<file path="config.mk">
export PLATFORM = sky130hd
export DESIGN_NAME = congestion_window_controller_core
export DESIGN_NICKNAME = d
export VERILOG_FILES = /design/src/rtl/cwc_pkg.sv /design/src/rtl/cwc_step.sv /design/src/rtl/congestion_window_controller_core.sv
export VERILOG_INCLUDE_DIRS = /design/src /design/src/rtl
export SDC_FILE = /design/constraint.sdc
export NUM_CORES = 1
export LEC_CHECK = 0
export BUFFER_PORTS_ARGS = -buffer_cell sky130_fd_sc_hd__buf_2
export CORE_MARGIN = 2
export CORE_UTILIZATION = 28
export CTS_CLUSTER_SIZE = 28
export DETAILED_ROUTE_END_ITERATION = 8
export MAX_ROUTING_LAYER = met4
export SLEW_MARGIN = 30
export SYNTH_ARGS = -nofsm -noshare
export SYNTH_HDL_FRONTEND = slang
export SYNTH_SLANG_ARGS = --single-unit
</file>
<file path="constraint.sdc">
create_clock -name clk -period 3.3 [get_ports clk]
set_input_delay 0.165 -clock clk [delete_from_list [all_inputs] [get_ports clk]]
set_output_delay 0.165 -clock clk [all_outputs]
set_load 0.01 [all_outputs]
</file>
<file path="src/rtl/congestion_window_controller_core_assert.svh">
// Assertion macros shared by the congestion window controller RTL.
// Expects clk and rst_n in scope at each use; compiled out under SYNTHESIS.
`ifndef CONGESTION_WINDOW_CONTROLLER_CORE_ASSERT_SVH
`define CONGESTION_WINDOW_CONTROLLER_CORE_ASSERT_SVH

`ifndef SYNTHESIS
`define CWC_ASSERT(label, prop, msg) \
    label: assert property (@(posedge clk) disable iff (!rst_n) (prop)) else $error(msg);
`define CWC_ASSERT_IMPL(label, ante, cons, msg) \
    label: assert property (@(posedge clk) disable iff (!rst_n) (ante) |-> (cons)) \
        else $error(msg);
`else
`define CWC_ASSERT(label, prop, msg)
`define CWC_ASSERT_IMPL(label, ante, cons, msg)
`endif

`endif

</file>
<file path="src/rtl/cwc_pkg.sv">
// Shared types and constants for the congestion window controller.
// No dependencies; imported by cwc_step and the core top level.
package cwc_pkg;

    localparam int DUP_BITS      = 4;
    localparam int CFG_DATA_BITS = 16;

    localparam logic [DUP_BITS-1:0]      DUP_MAX            = 4'd15;
    localparam logic [DUP_BITS-1:0]      DUP_LIMIT_RST      = 4'd3;
    localparam logic [CFG_DATA_BITS-1:0] INIT_THRESHOLD_RST = 16'd128;

    localparam logic CFG_INITIAL_THRESHOLD = 1'b0;
    localparam logic CFG_DUP_ACK_LIMIT     = 1'b1;

    localparam logic KIND_ACK     = 1'b0;
    localparam logic KIND_TIMEOUT = 1'b1;

    typedef enum logic [1:0] {
        PH_SLOW  = 2'd0,
        PH_AVOID = 2'd1,
        PH_FAST  = 2'd2
    } phase_t;

    typedef struct packed {
        phase_t              phase;
        logic [DUP_BITS-1:0] dup_count;
        logic                last_valid;
    } cwc_ctrl_t;

endpackage

</file>
<file path="src/rtl/cwc_step.sv">
// Combinational per-event update of the congestion window state.
// Depends on cwc_pkg for the phase codes and the control struct.
module cwc_step #(
    parameter int WINDOW_BITS = 16,
    parameter int SEQ_BITS    = 16
) (
    input  logic                         kind,
    input  logic [SEQ_BITS-1:0]          ack_number,
    input  logic [cwc_pkg::DUP_BITS-1:0] dup_limit,
    input  logic [WINDOW_BITS-1:0]       cwnd,
    input  logic [WINDOW_BITS-1:0]       ssthresh,
    input  logic [SEQ_BITS-1:0]          last_ack,
    input  logic [SEQ_BITS-1:0]          base,
    input  cwc_pkg::cwc_ctrl_t           ctrl,
    output logic [WINDOW_BITS-1:0]       cwnd_out,
    output logic [WINDOW_BITS-1:0]       ssthresh_out,
    output logic [SEQ_BITS-1:0]          last_ack_out,
    output logic [SEQ_BITS-1:0]          base_out,
    output cwc_pkg::cwc_ctrl_t           ctrl_out,
    output logic                         retransmit,
    output logic [SEQ_BITS-1:0]          retransmit_seq
);
    import cwc_pkg::*;

    localparam logic [WINDOW_BITS-1:0] WIN_MAX = {WINDOW_BITS{1'b1}};
    localparam logic [WINDOW_BITS-1:0] WIN_ONE = WINDOW_BITS'(1);

    logic [WINDOW_BITS:0]   inc_w;
    logic [WINDOW_BITS:0]   dbl_w;
    logic [WINDOW_BITS:0]   thr3_w;
    logic [WINDOW_BITS-1:0] cwnd_inc;
    logic [WINDOW_BITS-1:0] cwnd_dbl;
    logic [WINDOW_BITS-1:0] half;
    logic [WINDOW_BITS-1:0] ss_floor;
    logic [WINDOW_BITS-1:0] ss_cwnd;
    logic                   grow;
    logic                   is_dup;
    logic                   is_new;
    logic [DUP_BITS-1:0]    dup_inc;

    always_comb
    begin
        inc_w    = {1'b0, cwnd} + (WINDOW_BITS + 1)'(1);
        cwnd_inc = inc_w[WINDOW_BITS] ? WIN_MAX : inc_w[WINDOW_BITS-1:0];
        dbl_w    = {cwnd, 1'b0};
        cwnd_dbl = dbl_w[WINDOW_BITS] ? WIN_MAX : dbl_w[WINDOW_BITS-1:0];
        half     = cwnd >> 1;
        thr3_w   = {1'b0, half} + (WINDOW_BITS + 1)'(3);
        ss_floor = (ssthresh == '0) ? WIN_ONE : ssthresh;
        grow     = (dbl_w >= {1'b0, ssthresh});
        ss_cwnd  = grow ? cwnd_inc : cwnd_dbl;
        is_dup   = ctrl.last_valid && (ack_number == last_ack);
        is_new   = !ctrl.last_valid || (ack_number > last_ack);
        dup_inc  = (ctrl.dup_count == DUP_MAX) ? ctrl.dup_count
                                                : ctrl.dup_count + DUP_BITS'(1);

        cwnd_out       = cwnd;
        ssthresh_out   = ssthresh;
        last_ack_out   = last_ack;
        base_out       = base;
        ctrl_out       = ctrl;
        retransmit     = 1'b0;
        retransmit_seq = '0;

        if (kind == KIND_TIMEOUT)
        begin
            cwnd_out       = WIN_ONE;
            ctrl_out.phase = PH_SLOW;
        end
        else if (is_dup)
        begin
            ctrl_out.dup_count = dup_inc;
            if (ctrl.phase == PH_FAST)
            begin
                cwnd_out = cwnd_inc;
            end
            else if (dup_inc == dup_limit)
            begin
                ssthresh_out   = half;
                cwnd_out       = thr3_w[WINDOW_BITS] ? WIN_MAX : thr3_w[WINDOW_BITS-1:0];
                ctrl_out.phase = PH_FAST;
                retransmit     = 1'b1;
                retransmit_seq = ack_number;
            end
        end
        else if (is_new)
        begin
            ctrl_out.dup_count  = '0;
            ctrl_out.last_valid = 1'b1;
            last_ack_out        = ack_number;
            base_out            = ack_number;
            case (ctrl.phase)
                PH_SLOW:
                begin
                    cwnd_out       = ss_cwnd;
                    ctrl_out.phase = (grow || (ss_cwnd >= ssthresh)) ? PH_AVOID : PH_SLOW;
                end
                PH_AVOID:
                begin
                    cwnd_out = cwnd_inc;
                end
                default:
                begin
                    cwnd_out       = ss_floor;
                    ctrl_out.phase = PH_AVOID;
                end
            endcase
        end
    end

endmodule

</file>
<file path="src/rtl/congestion_window_controller_core.sv">
// Top level of the congestion window controller: input register, window state,
// result register. Depends on cwc_pkg, cwc_step and the assertion macro header.
`include "congestion_window_controller_core_assert.svh"

// Reno-style congestion window controller. Each input transaction is an ack
// number or a timeout; each produces exactly one result transaction with the
// updated window, threshold, phase, window base and any fast-retransmit
// request. One transaction is taken per cycle while in_stall is low; a new
// one can be accepted as the previous one leaves the input register. The input
// register loads at the accepting edge; the combinational state update then
// loads the window state and the result register together once the result
// register can advance. Writing initial_threshold also reloads the threshold.
module congestion_window_controller_core #(
    parameter int WINDOW_BITS = 16,
    parameter int SEQ_BITS    = 16
) (
    input  logic                              clk,
    input  logic                              rst_n,

    input  logic                              cfg_write,
    input  logic                              cfg_index,
    input  logic [cwc_pkg::CFG_DATA_BITS-1:0] cfg_data,

    input  logic                              in_valid,
    output logic                              in_stall,
    input  logic                              kind,
    input  logic [SEQ_BITS-1:0]               ack_number,

    output logic                              out_valid,
    input  logic                              out_stall,
    output logic [WINDOW_BITS-1:0]            window_size,
    output logic [WINDOW_BITS-1:0]            threshold,
    output logic [1:0]                        phase,
    output logic                              retransmit,
    output logic [SEQ_BITS-1:0]               retransmit_seq,
    output logic [SEQ_BITS-1:0]               window_base
);
    import cwc_pkg::*;

    localparam logic [WINDOW_BITS-1:0] WIN_MAX = {WINDOW_BITS{1'b1}};
    localparam logic [WINDOW_BITS-1:0] WIN_ONE = WINDOW_BITS'(1);
    localparam logic [WINDOW_BITS-1:0] THR_RST = WINDOW_BITS'(INIT_THRESHOLD_RST);

    // input register
    logic                s1_valid_reg, s1_valid_next;
    logic                kind_reg;
    logic [SEQ_BITS-1:0] ack_reg;

    // window state
    logic [WINDOW_BITS-1:0] cwnd_reg, cwnd_next;
    logic [WINDOW_BITS-1:0] ssthresh_reg, ssthresh_next;
    logic [SEQ_BITS-1:0]    last_ack_reg, last_ack_next;
    logic [SEQ_BITS-1:0]    base_reg, base_next;
    cwc_ctrl_t              ctrl_reg, ctrl_next;
    logic [DUP_BITS-1:0]    dup_limit_reg, dup_limit_next;

    // result register
    logic                   out_valid_reg, out_valid_next;
    logic [WINDOW_BITS-1:0] win_out_reg;
    logic [WINDOW_BITS-1:0] thr_out_reg;
    phase_t                 phase_out_reg;
    logic                   rtx_reg;
    logic [SEQ_BITS-1:0]    rtx_seq_reg;
    logic [SEQ_BITS-1:0]    base_out_reg;

    logic                   advance;
    logic                   fire;
    logic                   accept;
    logic [WINDOW_BITS-1:0] thr_load;

    logic [WINDOW_BITS-1:0] step_cwnd;
    logic [WINDOW_BITS-1:0] step_ssthresh;
    logic [SEQ_BITS-1:0]    step_last_ack;
    logic [SEQ_BITS-1:0]    step_base;
    cwc_ctrl_t              step_ctrl;
    logic                   step_rtx;
    logic [SEQ_BITS-1:0]    step_rtx_seq;

    cwc_step #(
        .WINDOW_BITS (WINDOW_BITS),
        .SEQ_BITS    (SEQ_BITS)
    ) u_step (
        .kind           (kind_reg),
        .ack_number     (ack_reg),
        .dup_limit      (dup_limit_reg),
        .cwnd           (cwnd_reg),
        .ssthresh       (ssthresh_reg),
        .last_ack       (last_ack_reg),
        .base           (base_reg),
        .ctrl           (ctrl_reg),
        .cwnd_out       (step_cwnd),
        .ssthresh_out   (step_ssthresh),
        .last_ack_out   (step_last_ack),
        .base_out       (step_base),
        .ctrl_out       (step_ctrl),
        .retransmit     (step_rtx),
        .retransmit_seq (step_rtx_seq)
    );

    assign advance  = !out_valid_reg || !out_stall;
    assign fire     = s1_valid_reg && advance;
    assign in_stall = s1_valid_reg && !advance;
    assign accept   = in_valid && !in_stall;

    assign thr_load = (33'(cfg_data) > 33'(WIN_MAX)) ? WIN_MAX : WINDOW_BITS'(cfg_data);

    always_comb
    begin
        s1_valid_next  = accept ? 1'b1 : (fire ? 1'b0 : s1_valid_reg);
        out_valid_next = advance ? s1_valid_reg : out_valid_reg;

        cwnd_next      = fire ? step_cwnd     : cwnd_reg;
        ssthresh_next  = fire ? step_ssthresh : ssthresh_reg;
        last_ack_next  = fire ? step_last_ack : last_ack_reg;
        base_next      = fire ? step_base     : base_reg;
        ctrl_next      = fire ? step_ctrl     : ctrl_reg;
        dup_limit_next = dup_limit_reg;

        if (cfg_write)
        begin
            unique case (cfg_index)
                CFG_INITIAL_THRESHOLD: ssthresh_next  = thr_load;
                CFG_DUP_ACK_LIMIT:     dup_limit_next = cfg_data[DUP_BITS-1:0];
                default:               dup_limit_next = dup_limit_reg;
            endcase
        end
    end

    always_ff @(posedge clk or negedge rst_n)
    begin
        if (!rst_n)
        begin
            s1_valid_reg         <= 1'b0;
            out_valid_reg        <= 1'b0;
            cwnd_reg             <= WIN_ONE;
            ssthresh_reg         <= THR_RST;
            last_ack_reg         <= '0;
            base_reg             <= '0;
            ctrl_reg.phase       <= PH_SLOW;
            ctrl_reg.dup_count   <= '0;
            ctrl_reg.last_valid  <= 1'b0;
            dup_limit_reg        <= DUP_LIMIT_RST;
        end
        else
        begin
            s1_valid_reg  <= s1_valid_next;
            out_valid_reg <= out_valid_next;
            cwnd_reg      <= cwnd_next;
            ssthresh_reg  <= ssthresh_next;
            last_ack_reg  <= last_ack_next;
            base_reg      <= base_next;
            ctrl_reg      <= ctrl_next;
            dup_limit_reg <= dup_limit_next;
        end
    end

    always_ff @(posedge clk)
    begin
        if (accept)
        begin
            kind_reg <= kind;
            ack_reg  <= ack_number;
        end
        if (fire)
        begin
            win_out_reg   <= step_cwnd;
            thr_out_reg   <= step_ssthresh;
            phase_out_reg <= step_ctrl.phase;
            rtx_reg       <= step_rtx;
            rtx_seq_reg   <= step_rtx_seq;
            base_out_reg  <= step_base;
        end
    end

    assign out_valid      = out_valid_reg;
    assign window_size    = win_out_reg;
    assign threshold      = thr_out_reg;
    assign phase          = phase_out_reg;
    assign retransmit     = rtx_reg;
    assign retransmit_seq = rtx_seq_reg;
    assign window_base    = base_out_reg;

    `CWC_ASSERT(a_cwnd_nonzero, cwnd_reg != '0, "congestion window reached zero")
    `CWC_ASSERT_IMPL(a_rtx_in_fast, out_valid && rtx_reg, phase == PH_FAST, "rtx outside recovery")
    `CWC_ASSERT_IMPL(a_seq_idle, out_valid && !rtx_reg, rtx_seq_reg == '0, "stray rtx sequence")
    `CWC_ASSERT_IMPL(a_out_win_nonzero, out_valid, win_out_reg != '0, "result window is zero")

endmodule
</file>
## Word-level counts from Yosys, hierarchy flattened

Cells that the tools add are included.

| word-level totals | value |
|---|---|
| flip-flop bits (word level) | 161 |
| input port bits | 39 |
| word-level logic and storage cells | 85 |
| output and inout port bits | 69 |

| operators by class | value |
|---|---|
| bitwise logic cells | 3 |
| $add $sub $neg | 3 |
| reductions and logical operators | 21 |
| equal/unequal tests | 5 |
| multiplexer cells | 32 |
| $lt $le $gt $ge | 3 |

Operators by type and width:

| cell | count |
|---|---|
| two-way mux 16 bit | 20 |
| case mux 16 bit (2 select lines) | 1 |
| adder 16 x 1 -> 17 bit (second input constant) | 1 |
| >= comparator 17 x 16 -> 1 bit | 1 |
| adder 15 x 2 -> 16 bit (second input constant) | 1 |
| equality test 16 bit | 1 |
| >= comparator 16 bit | 1 |
| > comparator 16 bit | 1 |
| zero test 16 bit | 1 |
| two-way mux 7 bit | 1 |
| two-way mux 2 bit | 3 |
| two-way mux 6 bit | 1 |
| zero test 1 bit | 5 |
| adder 4 x 1 -> 4 bit (second input constant) | 1 |
| equality test 4 bit | 1 |
| equality test 4 bit (second input constant) | 1 |
| logical AND 1 bit | 4 |
| two-way mux 1 bit | 4 |
| two-way mux 4 bit | 1 |
| case mux 2 bit (2 select lines) | 1 |
| AND reduction 4 bit | 1 |
| nonzero test 2 bit | 2 |
| OR reduction 4 bit | 1 |
| logical OR 1 bit | 3 |
| 7 further kinds | 9 |

## Logic depth before layout (Yosys ltp)

Gate-level depths: netlist (run 1).

| logic depth | value |
|---|---|
| word-level depth | 10 |
| gate-level depth with buffers | 17 |
| mapped depth without buffers | 16 |

## By module

Synthesis (run 1) repeated with hierarchy kept, for this count alone.

| second synthesis, totals | value |
|---|---|
| cells, all modules | 1057 |
| area, all modules | 9780.6 um^2 |

By module, submodules not included:

| module | cells each | area each (um^2) | sequential area each (um^2) | times used |
|---|---|---|---|---|
| congestion_window_controller_core | 420 | 5554.1 | 4454.3 | 1 |
| cwc_step | 637 | 4226.6 | 0.0 | 1 |

## Least setup slack after synthesis (run 1)

No wires, ideal clock.

| timing path | value |
|---|---|
| path kind | register to register |
| start point | register ssthresh_reg[7] |
| end point | register phase_out_reg[0], in the netlist phase[0] (data pin) |
| period minus slack after synthesis | 3612 ps |
| arrival time | 3343 ps |
| cell stages (with the launch flop) | 17 |
| buffers on the path | 1 |
| library setup time | 269 ps |
| required time | 3031 ps |
| path slack | -312 ps |
| cell sequence | dfstp_2 > inv_1 > ha_1 > a21o_1 > a221o_1 > o21ai_1 > nand3_1 > clkbuf_1 > nor2_1 > a21oi_1 > ha_1 > a21o_1 > a21o_1 > a221oi_1 > a21oi_1 > o21ai_0 > a21oi_1 |

RTL lines:

| what | line | RTL |
|---|---|---|
| from (decl) | congestion_window_controller_core.sv:51 | `logic [WINDOW_BITS-1:0] ssthresh_reg, ssthresh_next;` |
| from (signal assigned) | congestion_window_controller_core.sv:149 | `ssthresh_reg <= ssthresh_next;` |
| to (signal assigned) | congestion_window_controller_core.sv:168 | `phase_out_reg <= step_ctrl.phase;` |
| to (decl) | congestion_window_controller_core.sv:61 | `phase_t phase_out_reg;` |

==> results of run 1 <==
-- stage by stage --
stage | setup slack (ns) | total power, W | cell area, um^2 | std cells
global route | -0.187 | 0.0103 | 12600 | 1655
CTS | -0.123 | 0.00948 | 12400 | 1651
detailed placement | -0.240 | 0.00725 | 11400 | 1578
finish | -0.0947 | 0.00968 | 12600 | 1655
global placement | -0.168 | 0.00723 | 11300 | 1578
floorplan | -0.104 | 0.00541 | 9320 | 942
-- power by group through the flow --
stage	sequential [W]	combinational, W	clock (W)
6_report	0.00294	0.00478	0.00195
5_1_grt	0.00299	0.00522	0.00206
4_1_cts	0.00294	0.00455	0.00199
3_5_place_dp	0.00297	0.00429	0
3_3_place_gp	0.00297	0.00427	0
2_1_floorplan	0.00297	0.00244	0
-- area by class of cell --
class | count | share of cell area [%]
repair buffers | 294 | 17.3
flip-flops and latches | 161 | 35.4
inverters | 48 | 1.44
well taps | 442 | 4.39
multi-input cells | 678 | 37.0
clock inverters | 14 | 1.02
clock buffers | 18 | 3.41
-- metal layers --
layer / track usage, % / up-vias / routed length (um)
met4: 5.80 / 0 / 550
li1: - / 3931 / -
met5: - / - / 0
met2: 30.3 / 255 / 15000
met1: 25.4 / 4010 / 14300
met3: 3.27 / 32 / 1620
-- timing repair --
action / in CTS / in global routing
hold buffers: 36 / 0
cloned: 1 / 0
hold endpoints to repair: 69 / 0
gates resized for setup: 20 / 36
pin swaps: 15 / 8
endpoints found under the setup margin: 2 / 6
buffers inserted: 4 / 4
-- layout by cell type, fill, tap and decap left out, types with 6 or more instances in the layout --
cell type,netlist,final
ha_1,51,45
nor4_1,6,6
nor2_2,1,6
mux2_2,40,40
o21ai_0,60,55
xnor2_1,15,15
a31oi_1,15,13
buf_2,18,106
a21oi_1,42,37
a211oi_1,10,10
nor2_1,52,45
a21o_1,9,9
inv_1,45,44
buf_6,3,7
buf_12,0,10
mux2i_1,34,33
nand4_1,18,18
dfrtp_1,73,70
o211ai_1,10,10
nor3_1,19,18
dlygate4sd3_1,0,36
buf_4,0,135
o21ai_1,17,20
nand2b_1,10,8
edfxtp_1,84,84
nand2_1,155,152
and3_1,20,19
nand3_1,25,24
clkbuf_16,0,17
-- final timing paths --
path | from | end | slack (ns) | depth (start not counted)
setup / recovery | ssthresh_reg[7] | phase[0] | -0.09 | 17
hold / removal | cfg_index | ssthresh_reg[2] | 0.16 | 4
setup reg to reg | ssthresh_reg[7] | phase[0] | -0.09 | 17
hold reg to reg | base_reg[10] | base_reg[10] | 0.47 | 2
max in group asynchronous | rst_n | cwnd_reg[0] | 2.29 | 3
min in group asynchronous | rst_n | cwnd_reg[15] | 0.25 | 2
-- worst min-delay path: cells and delay by family --
family | cells | cell delay (ns)
compound gates | 1 | 0.05
buf+inv | 1 | 0.11
simple gates | 2 | 0.22
-- cell families after synthesis --
| family | synth area share, % |
|---|---|
| AND/OR/NAND/NOR | 17.4 |
| buffers and inverters | 4.65 |
| XOR/XNOR | 1.89 |
| AO/OA/AOI/OAI | 12.7 |
| multiplexers | 8.52 |
| adder cells (fa/ha/maj) | 6.88 |
| flip-flops | 48.0 |
==> reports/metrics.yaml, run 1 <==
drc: 0
power.share.clock_pct: 20.2
die-area_um2: 34600
violations: "negative setup slack"
worst_pin_slew_ns: 0.809
start_util_pct: 28.5
slew_headroom_pct: 45.9
syn_inst: 942
fin_setup_tns_ns: -0.0947
overflow: 0
grt_use_total_pct: 19.2
yosysWarnings: 0
p_int_w: 0.00594
combPwrFrac_pct: 49.4
utilization_pct: 38.6
yosys-top-cells-area: "edfxtp_1 27%, dfrtp_1 20%, ha_1 6.9%"
maxSlewViolCount: 0
dpl.hpwl_um: 23100
root_buffer: "clkbuf_16"
insertion_delay_ns: 0.45
h-tree-depth: 4
syn_nets: 1032
diodes: 0
die_w_um: 186
hold_viol_final: 0
antenna_found_initial: 1
grt_start_max_net_pins: 79
required_ns: 3.50
fmax_mhz: 295
setup_violations: 1
slowest_delay_ns: 0.54
min_path_type: "input pin to flop"
synth_edf_count: 84
gp_congestion: 0.940
core-area_um2: 32600
worstPathCellList: "inv_2, ha_4, a21o_1, a221o_1, o21ai_4, nand3_4, buf_12, buf_6, a31oi_4, ha_4, a21o_1, a21oi_1, o211ai_1, nand3_1, a21oi_2, o21ai_2, a21oi_2"
min_period_over_period_pct: 103
multi_input_area_um2: 4660
run_status: "finished, violations left"
async_reset_ff_share_pct: 47.8
yosys.area.top_type: "edfxtp_1"
layout_setup_ws_ns: -0.0947
n_fill_cell: 3224
vdd_ir_drop_max_mv: 0.366
start_kind: "flop"
endpoint_kind: "flop"
synth.top_cell.area_share_pct: 27.2
fin_crit_ns: 3.39
yosysMostFrequentCell: "nand2_1"
vias_per_cell: 4.97
cp_slowest_cell: "dfstp_2"
syn_to_final_growth_pct: 35.7
drtPass1Iterations: 5
switchingPower_w: 0.00374
synth_area_um2: 9280
routedWlPerCell_um: 19.0
whs_ns: 0.158
grt_pass1_vias: 8054
rsz0062_at_grt: "yes"
layout.area.seq_um2: 4460
skew_ns: 0.0171
port_buffers: 107
syn_avg_cell_area_um2: 9.85
antenna_left: 0
synth_cell_types: 63
leakage_nw: 5.43
cts_buffer_depth: 2
grt_pass1_wl_um: 48400
cts_inserted_buffers: 17
drive_gt1_share_pct: 31.4
worstPathArrival_ns: 3.59
ys_seq_area_share_pct: 48.0
crit_fanout: 7
synth_seq_cells: 161
p_seq_share_pct: 30.4
clkTransAtPathRegs_ns: 0.08
cp_top_family: "compound AO/OA/AOI/OAI gates"
tritoncts: "built"
cellPowerDensity_nw_per_um2: 768
final_net_count: 1290
switching_share_pct: 38.6
rows: 66
drt_iter0_markers: 626
cap_violations: 0
die_h_um: 186
io_pins: 108
ys_top_cells_by_count: "155 x nand2_1, 84 x edfxtp_1, 73 x dfrtp_1, 60 x o21ai_0, 52 x nor2_1"
synthFlopType: "edfxtp_1"
cts_sinks: 161
vias: 8228
worst-setup-path-type: "flop to flop"
cp_num_buf_inv: 3
routed_wl_um: 31500
No activity file was read; power rests on OpenSTA's default activity.
==> run 2: changes to the inputs <==
--- a/config.mk
+++ b/config.mk
@@ -11,7 +11,9 @@
 export CORE_UTILIZATION = 28
 export CTS_CLUSTER_SIZE = 28
 export DETAILED_ROUTE_END_ITERATION = 8
+export HOLD_SLACK_MARGIN = 0.15
 export MAX_ROUTING_LAYER = met4
+export REMOVE_ABC_BUFFERS = 1
 export SLEW_MARGIN = 30
 export SYNTH_ARGS = -nofsm -noshare
 export SYNTH_HDL_FRONTEND = slang
==> run 2 against run 1 <==
  * Clock skew up 0.0026 ns
  * Non-clock buffer count up 16
  * The run still ends with negative setup slack left
  * Count of clock-buffer cells in the layout is 1 higher
  * Critical endpoint unchanged
  * Design area rose by 0.61%
  * Register-to-register slack worse by 0.12 ns
  * Sequential share of layout area is 0.24 points lower
  * Total power rose by 2.8%
  * Combinational power rose by 3%
  * Worst hold slack gained 0.018 ns
  * Critical path depth fell by 3
  * Largest cell class unchanged
  * Die area unchanged
==> reports/metrics.yaml, run 2 (same netlist as run 1, synthesis figures left out) <==
run_status: "finished, violations left"
violations: "negative setup slack"
tritoncts: "built"
drt_iter0_markers: 727
utilization_pct: 38.8
vdd_ir_drop_max_mv: 0.392
cts_buffer_depth: 2
p_int_w: 0.00610
die_h_um: 186
fin_crit_ns: 3.52
crit_start: "cwnd_reg[0]"
io_pins: 108
maxSlewViolCount: 0
gp_congestion: 0.936
vias: 8321
cts_inserted_buffers: 17
cp_top_family: "simple AND/OR/NAND/NOR gates"
routedWlPerCell_um: 19.2
leakage_nw: 5.50
rows: 66
crit_cells: 14
reg2reg_setup_slack_ns: -0.22
vias_per_cell: 4.98
dpl.hpwl_um: 23100
min_period_over_period_pct: 107
grt_pass1_vias: 8144
cap_violations: 0
worstPathArrival_ns: 3.71
layout_setup_ws_ns: -0.218
die_w_um: 186
rsz0062_at_grt: "yes"
grt_start_max_net_pins: 59
antenna_found_initial: 0
h-tree-depth: 4
clkTransAtPathRegs_ns: 0.08
layout.cells.non_filler: 1672
endpoint_kind: "flop"
grt_use_total_pct: 19.2
diodes: 0
core-area_um2: 32600
setup_violations: 2
combPwrFrac_pct: 49.4
cts_sinks: 161
start_util_pct: 28.5
crit_fanout: 5
setup.worst_path.end: "phase[0]"
root_buffer: "clkbuf_16"
grt_pass1_wl_um: 48000
die-area_um2: 34600
drtPass1Iterations: 5
worst_pin_slew_ns: 0.835
start_kind: "flop"
cellPowerDensity_nw_per_um2: 785
whs_ns: 0.175
fin_total_pwr_w: 0.00995
overflow: 0
final_cell_mix: "157 x buf_4, 155 x nand2_1, 106 x buf_2"
drc: 0
layout_commonest_cell: "buf_4"
slew_headroom_pct: 44.3
port_buffers: 107
min_path_type: "input pin to flop"
insertion_delay_ns: 0.46
slowest_delay_ns: 0.57
n_fill_cell: 3302
switching_share_pct: 38.7
fmax_mhz: 284
antenna_left: 0
switchingPower_w: 0.00385
r2r-start: "cwnd_reg[0]"
worst-setup-path-type: "flop to flop"
syn_to_final_growth_pct: 36.5
worstPathCellList: "buf_6, buf_4, nand4_1, buf_4, nor3_1, xor2_1, nor2_1, a21oi_1, ha_1, and4_4, a221oi_2, a21oi_2, o21ai_2, a21oi_2"
final_net_count: 1307
routed_wl_um: 32200
required_ns: 3.49
r2r_end: "phase[0]"
cp_num_buf_inv: 3
stdcell_area_um2: 12700
cp_slowest_cell: "dfstp_2"
placed_cell_area_um2: 11300
hold_viol_final: 0
drive_gt1_share_pct: 31.9
place_inst: 1589
p_seq_share_pct: 29.4
power.share.clock_pct: 21.2
skew_ns: 0.0197
r2r_cells: 14
## run 2: stage by stage
| step | setup slack (ns) | TNS, ns |
|---|---|---|
| floorplan | -0.535 | -13.08 |
| global placement | -0.384 | -2.90 |
| detailed placement | -0.452 | -0.811 |
| CTS | -0.126 | -0.200 |
| global route | -0.383 | -0.684 |
| finish | -0.218 | -0.351 |
## run 2: worst min-delay path by stage
| stage | from | to | cells after the start |
|---|---|---|---|
| finish | cfg_write | dup_limit_reg[3] | 3 |
| global route | cfg_index | dup_limit_reg[3] | 3 |
| CTS | cfg_write | dup_limit_reg[3] | 3 |
| detailed placement | rst_n | s1_valid_reg | 1 |
| global placement | rst_n | s1_valid_reg | 1 |
| floorplan | rst_n | base_reg[0] | 0 |
## run 2: final cells by class
type	count	area [um^2]	share of cell area, %
Inverter	48	181	1.43
Sequential cell	161	4450	35.2
Tap cell	442	553	4.37
Clock buffer	19	443	3.50
Timing Repair Buffer	310	2260	17.9
Clock inverter	13	149	1.18
Multi-Input combinational cell	679	4620	36.5
## run 2: tightest hold or removal path, delay by kind of cell
family / cells / cell delay [ns]
and+or+nand+nor: 1 / 0.15
buffers and inverters: 1 / 0.10
muxes: 1 / 0.17
## run 2: metal layers
layer  share of wire (%)  wire length [um]  global-route usage, %  up-vias
met1                  45             14600                   25.0     4072
met3                 4.8              1550                   2.80       50
met4                 2.1               677                   5.98        0
met2                  48             15300                   30.9      237
met5                   0                 0                      -        -
li1                    -                 -                      -     3962
## run 2: power by group through the flow
| stage | Combinational (W) | Clock (W) | Sequential (W) |
|---|---|---|---|
| after floorplan | 0.00215 | 0 | 0.00309 |
| after global placement | 0.00433 | 0 | 0.00295 |
| after detailed placement | 0.00434 | 0 | 0.00296 |
| after CTS | 0.00472 | 0.00215 | 0.00292 |
| after global routing | 0.00535 | 0.00220 | 0.00297 |
| final | 0.00491 | 0.00211 | 0.00293 |
## run 2: what timing repair did
item	CTS	global route
hold buffers	37	0
gates resized for setup	37	13
pin swaps	22	18
endpoints found under the setup margin	2	38
hold endpoints to repair	88	0
cloned	1	1
buffers inserted	4	8
